--- src/sv/gcb_fifo.sv ---
// small register fifo with occupancy count
`timescale 1ns / 1ps

module gcb_fifo #(
  parameter int WIDTH = 8,
  parameter int DEPTH = 4
) (
  input  logic                       clk,
  input  logic                       rst,
  input  logic                       push,
  input  logic [WIDTH-1:0]           din,
  output logic                       full,
  input  logic                       pop,
  output logic [WIDTH-1:0]           dout,
  output logic                       empty,
  output logic [$clog2(DEPTH+1)-1:0] count
);

  localparam int PTR_W = (DEPTH > 1) ? $clog2(DEPTH) : 1;
  localparam int CNT_W = $clog2(DEPTH + 1);

  logic [WIDTH-1:0] mem [DEPTH];
  logic [PTR_W-1:0] wptr;
  logic [PTR_W-1:0] rptr;
  logic [CNT_W-1:0] cnt;
  logic             do_push;
  logic             do_pop;

  assign full    = (cnt == CNT_W'(DEPTH));
  assign empty   = (cnt == '0);
  assign count   = cnt;
  assign dout    = mem[rptr];
  assign do_push = push && !full;
  assign do_pop  = pop && !empty;

  always_ff @(posedge clk) begin
    if (do_push) begin
      mem[wptr] <= din;
    end
  end

  always_ff @(posedge clk) begin
    if (rst) begin
      wptr <= '0;
      rptr <= '0;
      cnt  <= '0;
    end else begin
      if (do_push) begin
        wptr <= (wptr == PTR_W'(DEPTH - 1)) ? '0 : wptr + 1'b1;
      end
      if (do_pop) begin
        rptr <= (rptr == PTR_W'(DEPTH - 1)) ? '0 : rptr + 1'b1;
      end
      if (do_push && !do_pop) begin
        cnt <= cnt + 1'b1;
      end else if (do_pop && !do_push) begin
        cnt <= cnt - 1'b1;
      end
    end
  end

endmodule

--- config.mk ---
export PLATFORM = sky130hd
export DESIGN_NAME = gcb_fifo
export DESIGN_NICKNAME = d
export VERILOG_FILES = /design/src/sv/gcb_fifo.sv
export SDC_FILE = /design/constraint.sdc
export NUM_CORES = 1
export LEC_CHECK = 0
export ABC_AREA = 1
export BUFFER_PORTS_ARGS = -buffer_cell sky130_fd_sc_hd__buf_2
export CORE_UTILIZATION = 50
export CTS_CLUSTER_SIZE = 24
export DETAILED_ROUTE_END_ITERATION = 16
export PLACE_DENSITY_LB_ADDON = 0.12
export SLEW_MARGIN = 20
export SYNTH_ARGS = -nofsm -noshare
export SYNTH_HDL_FRONTEND = slang
export SYNTH_SLANG_ARGS = --single-unit
--- constraint.sdc ---
create_clock -name clk -period 1.6 [get_ports clk]
set_clock_uncertainty 0.05 [all_clocks]
set_input_delay 0.16 -clock clk [delete_from_list [all_inputs] [get_ports clk]]
set_output_delay 0.16 -clock clk [all_outputs]
set_load 0.02 [all_outputs]
==> flow_metrics.py <==
metrics = {
    "status": {
        "outcome": "complete, but fails checks",
        "violations": "negative setup slack",
    },
    "critical_path": {
        "max_fo_critical_path": 2,
        "timing.critical_path.arrival_ns": 1.81,
        "cp-start-kind": "register",
        "crit_required_ns": 1.79,
        "setup.worst_path.class": "register to register",
        "crit_path_end_kind": "register",
    },
    "die": {
        "ioPinCount": 25,
        "floorplan.initialDensity": 0.542,
        "die_w_um": 60.3,
        "fp.dieH_um": 60.3,
        "fp-row-count": 20,
        "floorplan.die_area_um2": 3630,
        "floorplan.core_area_um2": 3130,
    },
    "timing": {
        "rsz0062_at_grt": "yes",
        "max_freq_mhz": 617,
        "worst_slew_pin_slew_ns": 0.207,
        "hold_viol": 0,
        "setup_viol_count_final": 2,
        "slew_violations": 0,
        "final_period_minus_worst_setup_slack_ns": 1.62,
        "relSlewSlack": 0.862,
        "setup_slack_ns": -0.0206,
        "final.period_utilization": 1.01,
        "timing.hold.ws_ns": 0.101,
    },
    "placed_design": {
        "place.port_buffers": 24,
        "detailed_place_hpwl_mm": 2.07,
        "post-place-ws_ns": -0.0550,
        "globalplace.congestion": 0.763,
        "dp_cells": 226,
    },
    "cells_and_area": {
        "fillCellCount": 227,
        "drive_gt1_frac": 0.351,
        "nNetsFinal": 223,
        "insertedDiodeCount": 0,
        "register_area_um2": 1160,
        "multiInputGateArea_um2": 507,
        "area_growth_pct": 32.4,
        "fin_util": 0.718,
        "layout_cells_excl_fill": 249,
    },
    "grt": {
        "grt_antenna_before_repair": 0,
        "grt_first_pass_wirelength_mm": 4.95,
        "grt_max_degree": 17,
        "global_route.overflow_total": 0,
        "grt_usage": 0.200,
        "grt_pass1_vias": 1114,
    },
    "flow_run": {
        "drv_cap": 0,
    },
    "power_and_ir_drop": {
        "cellInternalPower_uw": 2350,
        "power.switching_fraction": 0.359,
        "design_power_total_uw": 3670,
        "switching_power_uw": 1310,
        "clock_power_share": 0.178,
        "peakVddDrop_v": 0.000838,
        "power_frac_comb": 0.426,
        "seqPwrFrac": 0.396,
        "powerDensity_nw_per_um2": 1630,
        "cellLeakagePower_uw": 0.000927,
    },
    "routing": {
        "route.detailed.wl_per_inst_um": 12.8,
        "drt_wl_total_mm": 3.19,
        "antenna_violating_nets_post_route": 0,
        "drc_errors": 0,
        "vias_after_detailed_routing": 1220,
        "first_pass_iteration_count_of_the_detailed_router": 4,
        "post_drt_via_cell_ratio": 4.90,
        "drt_first_iter_violations": 28,
    },
    "cts": {
        "clk_latency_ns": 0.34,
        "cts-root-to-sink-buffers": 2,
        "root_buffer": "sky130_fd_sc_hd__clkbuf_4",
        "tritoncts.num_buffers": 5,
        "tritoncts_clock_tree": "yes",
        "worst_setup_hold_path_clk_slew_ns": 0.13,
        "cts_sinks": 41,
        "htree_levels": 2,
    },
    "synthesis": {
        "synth_cell_area_um2": 1700,
        "syn_area_per_cell_um2": 11.5,
        "post_synth_and_or_nand_nor_area_fraction": 0.121,
        "synth_fa_ha_area_frac": 0.0560,
        "flip_flop_and_latch_count_after_synthesis": 41,
        "yosys.area_share.xor_xnor": 0.00516,
        "yosys_warnings": 0,
        "synth_compound_area_frac": 0.0922,
        "synth.lib_cells_used.distinct": 19,
        "synthMuxAreaShare": 0,
        "dominant_combinational_cell_family_by_area_after_synthesis": "simple AND/OR/NAND/NOR gates",
        "yosysSeqAreaShare": 0.673,
        "syn_inst": 147,
        "mappedNetlistNets": 166,
    },
    "min_path": {
        "class_of_the_tightest_hold_or_removal_check": "input port to register",
    },
}
-- synthesized netlist by cell type --
master / n / area [µm²]
sky130_fd_sc_hd__a21oi_1: 2 / 10.0
sky130_fd_sc_hd__inv_2: 1 / 3.75
sky130_fd_sc_hd__o22ai_1: 8 / 50.1
sky130_fd_sc_hd__buf_6: 2 / 22.5
sky130_fd_sc_hd__dfxtp_1: 9 / 180
sky130_fd_sc_hd__nand3_1: 1 / 5.00
sky130_fd_sc_hd__nand2_1: 13 / 48.8
sky130_fd_sc_hd__nor2_1: 33 / 124
sky130_fd_sc_hd__nand4_1: 1 / 6.26
sky130_fd_sc_hd__inv_1: 17 / 63.8
sky130_fd_sc_hd__o21ai_0: 13 / 65.1
sky130_fd_sc_hd__edfxtp_1: 32 / 961
sky130_fd_sc_hd__o21ai_2: 3 / 26.3
sky130_fd_sc_hd__ha_1: 6 / 75.1
sky130_fd_sc_hd__nand3b_1: 2 / 15.0
sky130_fd_sc_hd__fa_1: 1 / 20.0
sky130_fd_sc_hd__o21ai_1: 1 / 5.00
sky130_fd_sc_hd__nand2_2: 1 / 6.26
sky130_fd_sc_hd__xor2_1: 1 / 8.76
-- stage by stage --
stage          cell area, µm²  TNS [ns]
2_1_floorplan            1740    -0.119
3_3_place_gp             1990         0
3_5_place_dp             1990   -0.0918
4_1_cts                  2190   -0.0517
5_1_grt                  2250    -0.200
6_report                 2250   -0.0266
-- final cells by class --
cell class	count	share of cell area
Sequential cell	41	0.515
Multi-Input combinational cell	86	0.226
Timing Repair Buffer	52	0.166
Inverter	18	0.0334
Tap cell	44	0.0245
Clock inverter	3	0.0184
Clock buffer	5	0.0167
-- power by group through the flow --
stage / Sequential [µW] / Combinational (µW) / Clock, µW
floorplan: 1490 / 861 / 0
global placement: 1450 / 1320 / 0
detailed placement: 1450 / 1370 / 0
CTS: 1440 / 1450 / 670
global route: 1470 / 1750 / 715
finish: 1450 / 1560 / 652
-- cells by family (layout without fill, tap and decap cells) --
logic type / after synthesis / count (layout)
simple gates: 51 / 51
flops: 41 / 41
compound gates: 27 / 27
buf+inv: 20 / 78
fa+ha+maj: 7 / 7
xor+xnor: 1 / 1
-- worst max-delay path, cell delays in order (launching register included) --
cell                      delay (ns)
sky130_fd_sc_hd__dfxtp_4        0.38
sky130_fd_sc_hd__nor2_4         0.11
sky130_fd_sc_hd__nand2_2        0.08
sky130_fd_sc_hd__nand2_2        0.09
sky130_fd_sc_hd__ha_4           0.14
sky130_fd_sc_hd__inv_2          0.04
sky130_fd_sc_hd__fa_2           0.33
sky130_fd_sc_hd__inv_1          0.06
sky130_fd_sc_hd__nand2_1        0.06
sky130_fd_sc_hd__nand3_1        0.07
sky130_fd_sc_hd__nand2_1        0.05
sky130_fd_sc_hd__inv_1          0.04
sky130_fd_sc_hd__nor2_1         0.03
-- cell usage in the layout (no fill, tap or decap), drive strengths merged --
cell type and count:
o21ai 17, clkbuf 6, edfxtp 32, nand2 14, a21oi 2, dfxtp 9
clkinvlp 1, xor2 1, nand3b 2, nand3 1, inv 18, nor2 33
nand4 1, fa 1, bufinv 1, o22ai 8, ha 6, dlygate4sd3 9
buf 42, clkinv 1
-- worst paths after layout --
| check | from | end | slack [ns] | depth (start not counted) |
|---|---|---|---|---|
| worst max register to register | count[1] | count[2] | -0.02 | 12 |
| worst min register to register | wptr[1] | wptr[1] | 0.49 | 2 |
| worst min-delay path | push | wptr[1] | 0.10 | 3 |
| worst max-delay path | count[1] | count[2] | -0.02 | 12 |
-- sequential cells by signal (all words and copies together) (netlist names), named ones only --
name and count:
rptr 2, wptr 2, count 3, mem 32
-- repair_timing --
action	4_1_cts	5_1_grt
pin swaps	8	7
gates resized for setup	4	20
cloned	0	1
hold endpoints to repair	33	0
setup buffers	4	1
setup endpoints to repair	9	11
hold buffers	9	0
-- per-layer routing --
layer	wire, µm	track usage	vias up
li1	-	-	621
met5	0	0	-
met3	122	0.0606	8
met2	1610	0.339	30
met1	1390	0.230	561
met4	66	0.0897	0
No activity file was read; power rests on OpenSTA's default activity.
