[src/sv/gcb_pkg.sv]
// shared types and constants of the cell blitter
`timescale 1ns / 1ps

package gcb_pkg;

  localparam int TYPE_W        = 3;
  localparam int COORD_W       = 11;
  localparam int CODE_W        = 8;
  localparam int CLASS_W       = 2;
  localparam int INDEX_W       = 13;
  localparam int DATA_W        = 16;
  localparam int THEME_W       = 3;
  localparam int ADDR_W        = 17;
  localparam int COLOR_W       = 16;
  localparam int TILE_W        = 8;
  localparam int CELL_MAX_W    = 8;
  localparam int PAL_ADDR_MAX_W = 9;

  localparam int GLYPH_BASE    = 32;
  localparam int BORDER_BASE   = 96;
  localparam int TEXT_PAL_OFS  = 2;
  localparam int BG_PAL_OFS    = 9;
  localparam int FILL_COLOR    = 2;
  localparam int CELL_PIXELS   = 64;

  typedef enum logic [TYPE_W-1:0] {
    REQ_LOAD_TILE = 3'd0,
    REQ_LOAD_PAL  = 3'd1,
    REQ_FILL      = 3'd2,
    REQ_GLYPH     = 3'd3,
    REQ_BORDER    = 3'd4
  } req_type_t;

  typedef enum logic [1:0] {
    OP_LOAD_TILE,
    OP_LOAD_PAL,
    OP_DRAW
  } cmd_op_t;

  typedef enum logic [1:0] {
    MODE_FILL,
    MODE_TILE,
    MODE_SKIP
  } draw_mode_t;

  typedef enum logic [1:0] {
    BK_CLEAR,
    BK_IDLE,
    BK_DRAW
  } back_state_t;

  typedef struct packed {
    cmd_op_t                    op;
    draw_mode_t                 mode;
    logic [COORD_W-1:0]         cell_x;
    logic [COORD_W-1:0]         cell_y;
    logic [CELL_MAX_W-1:0]      cell_num;
    logic [PAL_ADDR_MAX_W-1:0]  pal_base;
    logic [INDEX_W-1:0]         load_index;
    logic [DATA_W-1:0]          load_data;
  } cmd_t;

  typedef struct packed {
    logic [ADDR_W-1:0]  addr;
    logic [COLOR_W-1:0] color;
    logic               we;
    logic               last;
  } res_t;

endpackage

[src/sv/gcb_front.sv]
// front end: theme register, request accept and classification into commands
`timescale 1ns / 1ps

module gcb_front #(
  parameter int COLORS_PER_PALETTE = 8,
  parameter int NUM_PALETTES       = 16
) (
  input  logic                              clk,
  input  logic                              rst,
  input  logic                              cfg_valid,
  output logic                              cfg_ready,
  input  logic [gcb_pkg::THEME_W-1:0]       cfg_data,
  input  logic                              push,
  output logic                              full,
  input  logic [gcb_pkg::TYPE_W-1:0]        req_type,
  input  logic signed [gcb_pkg::COORD_W-1:0] cell_x,
  input  logic signed [gcb_pkg::COORD_W-1:0] cell_y,
  input  logic signed [gcb_pkg::CODE_W-1:0] glyph_code,
  input  logic [gcb_pkg::CLASS_W-1:0]       col_class,
  input  logic [gcb_pkg::CLASS_W-1:0]       row_class,
  input  logic [gcb_pkg::INDEX_W-1:0]       load_index,
  input  logic [gcb_pkg::DATA_W-1:0]        load_data,
  input  logic                              q_full,
  input  logic                              busy,
  output logic                              q_push,
  output gcb_pkg::cmd_t                     q_data
);

  localparam int PNUM_W = 6;
  localparam int PW     = gcb_pkg::PAL_ADDR_MAX_W;
  localparam int CW     = gcb_pkg::CELL_MAX_W;
  localparam int CLW    = gcb_pkg::CLASS_W;

  logic [gcb_pkg::THEME_W-1:0] theme;
  logic                        cmd_valid;
  logic [PNUM_W-1:0]           pnum;
  logic [PNUM_W-1:0]           pal_sel;
  logic [CLW-1:0]              row_c;
  logic [CLW-1:0]              col_c;
  logic                        low_code;

  assign cfg_ready = 1'b1;
  assign full      = q_full || busy;
  assign q_push    = push && !full && cmd_valid;

  always_ff @(posedge clk) begin
    if (rst) begin
      theme <= '0;
    end else if (cfg_valid) begin
      theme <= cfg_data;
    end
  end

  always_comb begin
    row_c    = (row_class == CLW'(3)) ? CLW'(2) : row_class;
    col_c    = (col_class == CLW'(3)) ? CLW'(2) : col_class;
    low_code = glyph_code[gcb_pkg::CODE_W-1] || (glyph_code[6:5] == 2'b00);

    if (req_type == gcb_pkg::REQ_FILL) begin
      pnum = PNUM_W'(theme) + PNUM_W'(gcb_pkg::BG_PAL_OFS);
    end else begin
      pnum = PNUM_W'(theme) + PNUM_W'(gcb_pkg::TEXT_PAL_OFS);
    end
    // palette number wraps at most once
    pal_sel = (pnum >= PNUM_W'(NUM_PALETTES)) ? pnum - PNUM_W'(NUM_PALETTES) : pnum;

    cmd_valid         = 1'b0;
    q_data.op         = gcb_pkg::OP_DRAW;
    q_data.mode       = gcb_pkg::MODE_TILE;
    q_data.cell_x     = cell_x;
    q_data.cell_y     = cell_y;
    q_data.cell_num   = '0;
    q_data.pal_base   = PW'(PW'(pal_sel) * PW'(COLORS_PER_PALETTE));
    q_data.load_index = load_index;
    q_data.load_data  = load_data;

    unique case (gcb_pkg::req_type_t'(req_type))
      gcb_pkg::REQ_LOAD_TILE: begin
        cmd_valid = 1'b1;
        q_data.op = gcb_pkg::OP_LOAD_TILE;
      end
      gcb_pkg::REQ_LOAD_PAL: begin
        cmd_valid = 1'b1;
        q_data.op = gcb_pkg::OP_LOAD_PAL;
      end
      gcb_pkg::REQ_FILL: begin
        cmd_valid   = 1'b1;
        q_data.mode = gcb_pkg::MODE_FILL;
      end
      gcb_pkg::REQ_GLYPH: begin
        cmd_valid       = 1'b1;
        q_data.cell_num = low_code ? '0 : CW'(glyph_code) - CW'(gcb_pkg::GLYPH_BASE);
      end
      gcb_pkg::REQ_BORDER: begin
        cmd_valid       = 1'b1;
        q_data.cell_num = CW'(gcb_pkg::BORDER_BASE) + CW'(row_c) * CW'(3) + CW'(col_c);
        // centre cell draws nothing
        if (row_c == CLW'(1) && col_c == CLW'(1)) begin
          q_data.mode = gcb_pkg::MODE_SKIP;
        end
      end
      default: begin
        cmd_valid = 1'b0;
      end
    endcase
  end

endmodule

[config.mk]
export PLATFORM = sky130hd
export DESIGN_NAME = gcb_front
export DESIGN_NICKNAME = d
export VERILOG_FILES = /design/src/sv/gcb_pkg.sv /design/src/sv/gcb_front.sv
export SDC_FILE = /design/constraint.sdc
export NUM_CORES = 1
export LEC_CHECK = 0
export ABC_CLOCK_PERIOD_IN_PS = 4250
export BUFFER_PORTS_ARGS = -buffer_cell sky130_fd_sc_hd__buf_2
export CAP_MARGIN = 20
export CORE_MARGIN = 2
export CORE_UTILIZATION = 30
export CTS_CLUSTER_SIZE = 16
export DETAILED_ROUTE_END_ITERATION = 8
export PLACE_DENSITY_LB_ADDON = 0.12
export SYNTH_ARGS = -nofsm -noshare
export SYNTH_HDL_FRONTEND = slang
export SYNTH_SLANG_ARGS = --single-unit
[constraint.sdc]
create_clock -name clk -period 4.25 [get_ports clk]
set_clock_uncertainty 0.05 [all_clocks]
set_input_delay 0.425 -clock clk [delete_from_list [all_inputs] [get_ports clk]]
set_output_delay 0.425 -clock clk [all_outputs]
set_load 0.03 [all_outputs]
==> impl_metrics.tcl <==
set metrics [dict create \
    status "completed" \
    postRouteAntennaNets 0 \
    required_ns 3.77 \
    seq_area_frac_synth 0.0637 \
    switching_power_mw 0.0583 \
    wirelength_um 1730 \
    top_regs "theme (3)" \
    drc 0 \
    via_per_inst 4.25 \
    finalSetupTns_ns 0 \
    total_power_mw 0.151 \
    grt_pass1_wl_um 2490 \
    yosys_warnings 0 \
    multiInputGateArea_um2 433 \
    n_fill_cell 347 \
    avgSynthCellArea_um2 7.86 \
    antenna_found_initial 0 \
    die_h_um 60.1 \
    synth_area_um2 943 \
    nNetsFinal 199 \
    largest_reg_flops 3 \
    largest_register "theme" \
    drive_gt1_frac 0.451 \
    track_usage 0.0904 \
    cts_buffers 3 \
    powerDensity_nw_per_um2 181 \
    dr.pass1.iters 3 \
    crit_fanout 3 \
    dieArea_um2 3610 \
    cts-root-buf "clkbuf_4" \
    timing.final.crit_share 0.607 \
    max_freq_mhz 388 \
    p_int_mw 0.0922 \
    p_sw_frac 0.387 \
    cts.clk_slew.worst_paths_ns 0.04 \
    rsz0062_at_grt "no" \
    dp_hpwl_um 1530 \
    cts_resized 0 \
    cp_data_arrival_time_ns 2.10 \
    finalHoldViolCount 0 \
    rows 20 \
    grt_max_degree 10 \
    seqPwrFrac 0.211 \
    wl_per_cell_um 11.0 \
    syn_inst 120 \
    worstSetupPathType "input port to output pin" \
    hold_path.class "input port to register" \
    drv_cap 0 \
    io_buffers 43 \
    clock_sinks 3 \
    cp-end-kind "output pin" \
    gr-total-overflow 0 \
    cp-start-kind "input port" \
    vdd_drop_max_mv 0.0573 \
    power_frac_comb 0.464 \
    start_util 0.312 \
    place_congestion 0.648 \
    holdBufCountCts 0 \
    synth_seq_cells 3 \
    h-tree-depth 1 \
    grt_pass1_vias 594 \
    num_antenna_cells 0 \
    clk_latency_ns 0.23 \
    cts_setup_buffers 0 \
    area_growth_pct -11.9 \
    die_w_um 60.1 \
    cts_tree "yes" \
    boundaryPins 150 \
    finalMaxSlewViolations 0 \
    fin_crit_ns 2.58 \
    core-area_um2 3030 \
    seqCellArea_um2 60.1 \
    finalSetupViolations 0 \
    p_clk_frac 0.325 \
    cts_buffer_depth 2 \
    cellLeakagePower_nw 0.493 \
    num_vias 667 \
    yosysUniqueCellTypes 25 \
    drtIter0Drc 10 \
]
[layer usage]
layer	track usage	wire (um)	vias to the layer above	part of all wire
li1	-	-	310	-
met1	0.0854	585	286	0.34
met2	0.151	820	55	0.47
met3	0.0563	276	16	0.16
met4	0.0476	50	0	0.029
met5	0	0	-	0
[final timing paths]
check	endpoint	slack (ns)	startpoint	depth (start not counted)
setup / recovery	q_data[40]	1.67	row_class[1]	8
hold / removal	theme[0]$_SDFFE_PP0P_	0.33	rst	2
setup reg to reg	theme[0]$_SDFFE_PP0P_	3.57	theme[0]$_SDFFE_PP0P_	2
hold reg to reg	theme[2]$_SDFFE_PP0P_	0.49	theme[2]$_SDFFE_PP0P_	2
[through the flow]
step | util | hold slack [ns] | instances | instance area [um2] | worst slack (ns)
floorplan | - | 0.444 | 122 | 951 | 1.66
global placement | 0.266 | 0.493 | 153 | 805 | 1.67
detailed placement | 0.266 | 0.490 | 153 | 805 | 1.66
CTS | 0.274 | 0.325 | 157 | 831 | 1.66
global route | 0.274 | 0.330 | 157 | 831 | 1.58
finish | 0.274 | 0.333 | 157 | 831 | 1.67
[synth_stat cells]
library cell	number	area, um2
buf_4	55	413
inv_1	11	41.3
ha_1	9	113
nor2_1	5	18.8
and2_1	4	25.0
mux2i_1	4	40.0
o21ai_0	4	20.0
dfxtp_1	3	60.1
nor2b_1	3	18.8
a22o_1	2	17.5
conb_1	2	7.51
mux2_4	2	30.0
nand2_1	2	7.51
o2bb2ai_1	2	17.5
or2_2	2	12.5
and3_1	1	6.26
and3b_1	1	8.76
and4b_1	1	10.0
clkbuf_1	1	3.75
fa_1	1	20.0
nand4b_1	1	8.76
nor3b_1	1	7.51
nor3b_4	1	18.8
or3b_1	1	8.76
xor2_1	1	8.76
[logic make-up (layout without fill, tap and decap cells)]
family,after synthesis,count (layout),synth area share
and+or+nand+nor,23,23,0.160
xor gates and xnor gates,1,1,0.00929
buffers and inverters,67,58,0.485
adders and majority gates,10,10,0.141
muxes,6,6,0.0743
other,2,4,0.00796
AOI/OAI and AO/OA,8,8,0.0584
DFF,3,3,0.0637
[final cells by class]
type                            instances  share of cell area
Timing Repair Buffer                   43               0.259
Inverter                               11              0.0497
Tap cell                               44              0.0663
Clock buffer                            4              0.0316
Sequential cell                         3              0.0723
Multi-Input combinational cell         52               0.521
[cell usage in the layout (no fill, tap or decap)]
cell,n
and3_1,1
conb_1,4
nand2_1,2
a22o_1,2
mux2_4,2
and3b_1,1
inv_1,11
or2_2,2
ha_1,9
nor3b_1,1
nand4b_1,1
and2_1,4
nor3b_4,1
buf_2,43
or3b_1,1
nor2b_1,3
xor2_1,1
o21ai_0,4
o2bb2ai_1,2
mux2i_1,4
clkbuf_4,3
and4b_1,1
nor2_1,5
fa_1,1
dfxtp_1,3
clkbuf_1,1
[power groups by stage]
stage / clock [mW] / sequential [mW] / combinational [mW]
detailed placement: 0 / 0.0323 / 0.0710
global route: 0.0553 / 0.0321 / 0.0773
finish: 0.0489 / 0.0318 / 0.0698
global placement: 0 / 0.0322 / 0.0697
CTS: 0.0516 / 0.0318 / 0.0710
floorplan: 0 / 0.0318 / 0.138
[worst max-delay path, stage by stage]
cell	delay (ns)
buf_2	0.11
or2_2	0.29
ha_1	0.28
ha_1	0.20
inv_1	0.06
fa_1	0.40
o2bb2ai_1	0.13
buf_2	0.21
No activity file was read; power rests on OpenSTA's default activity.
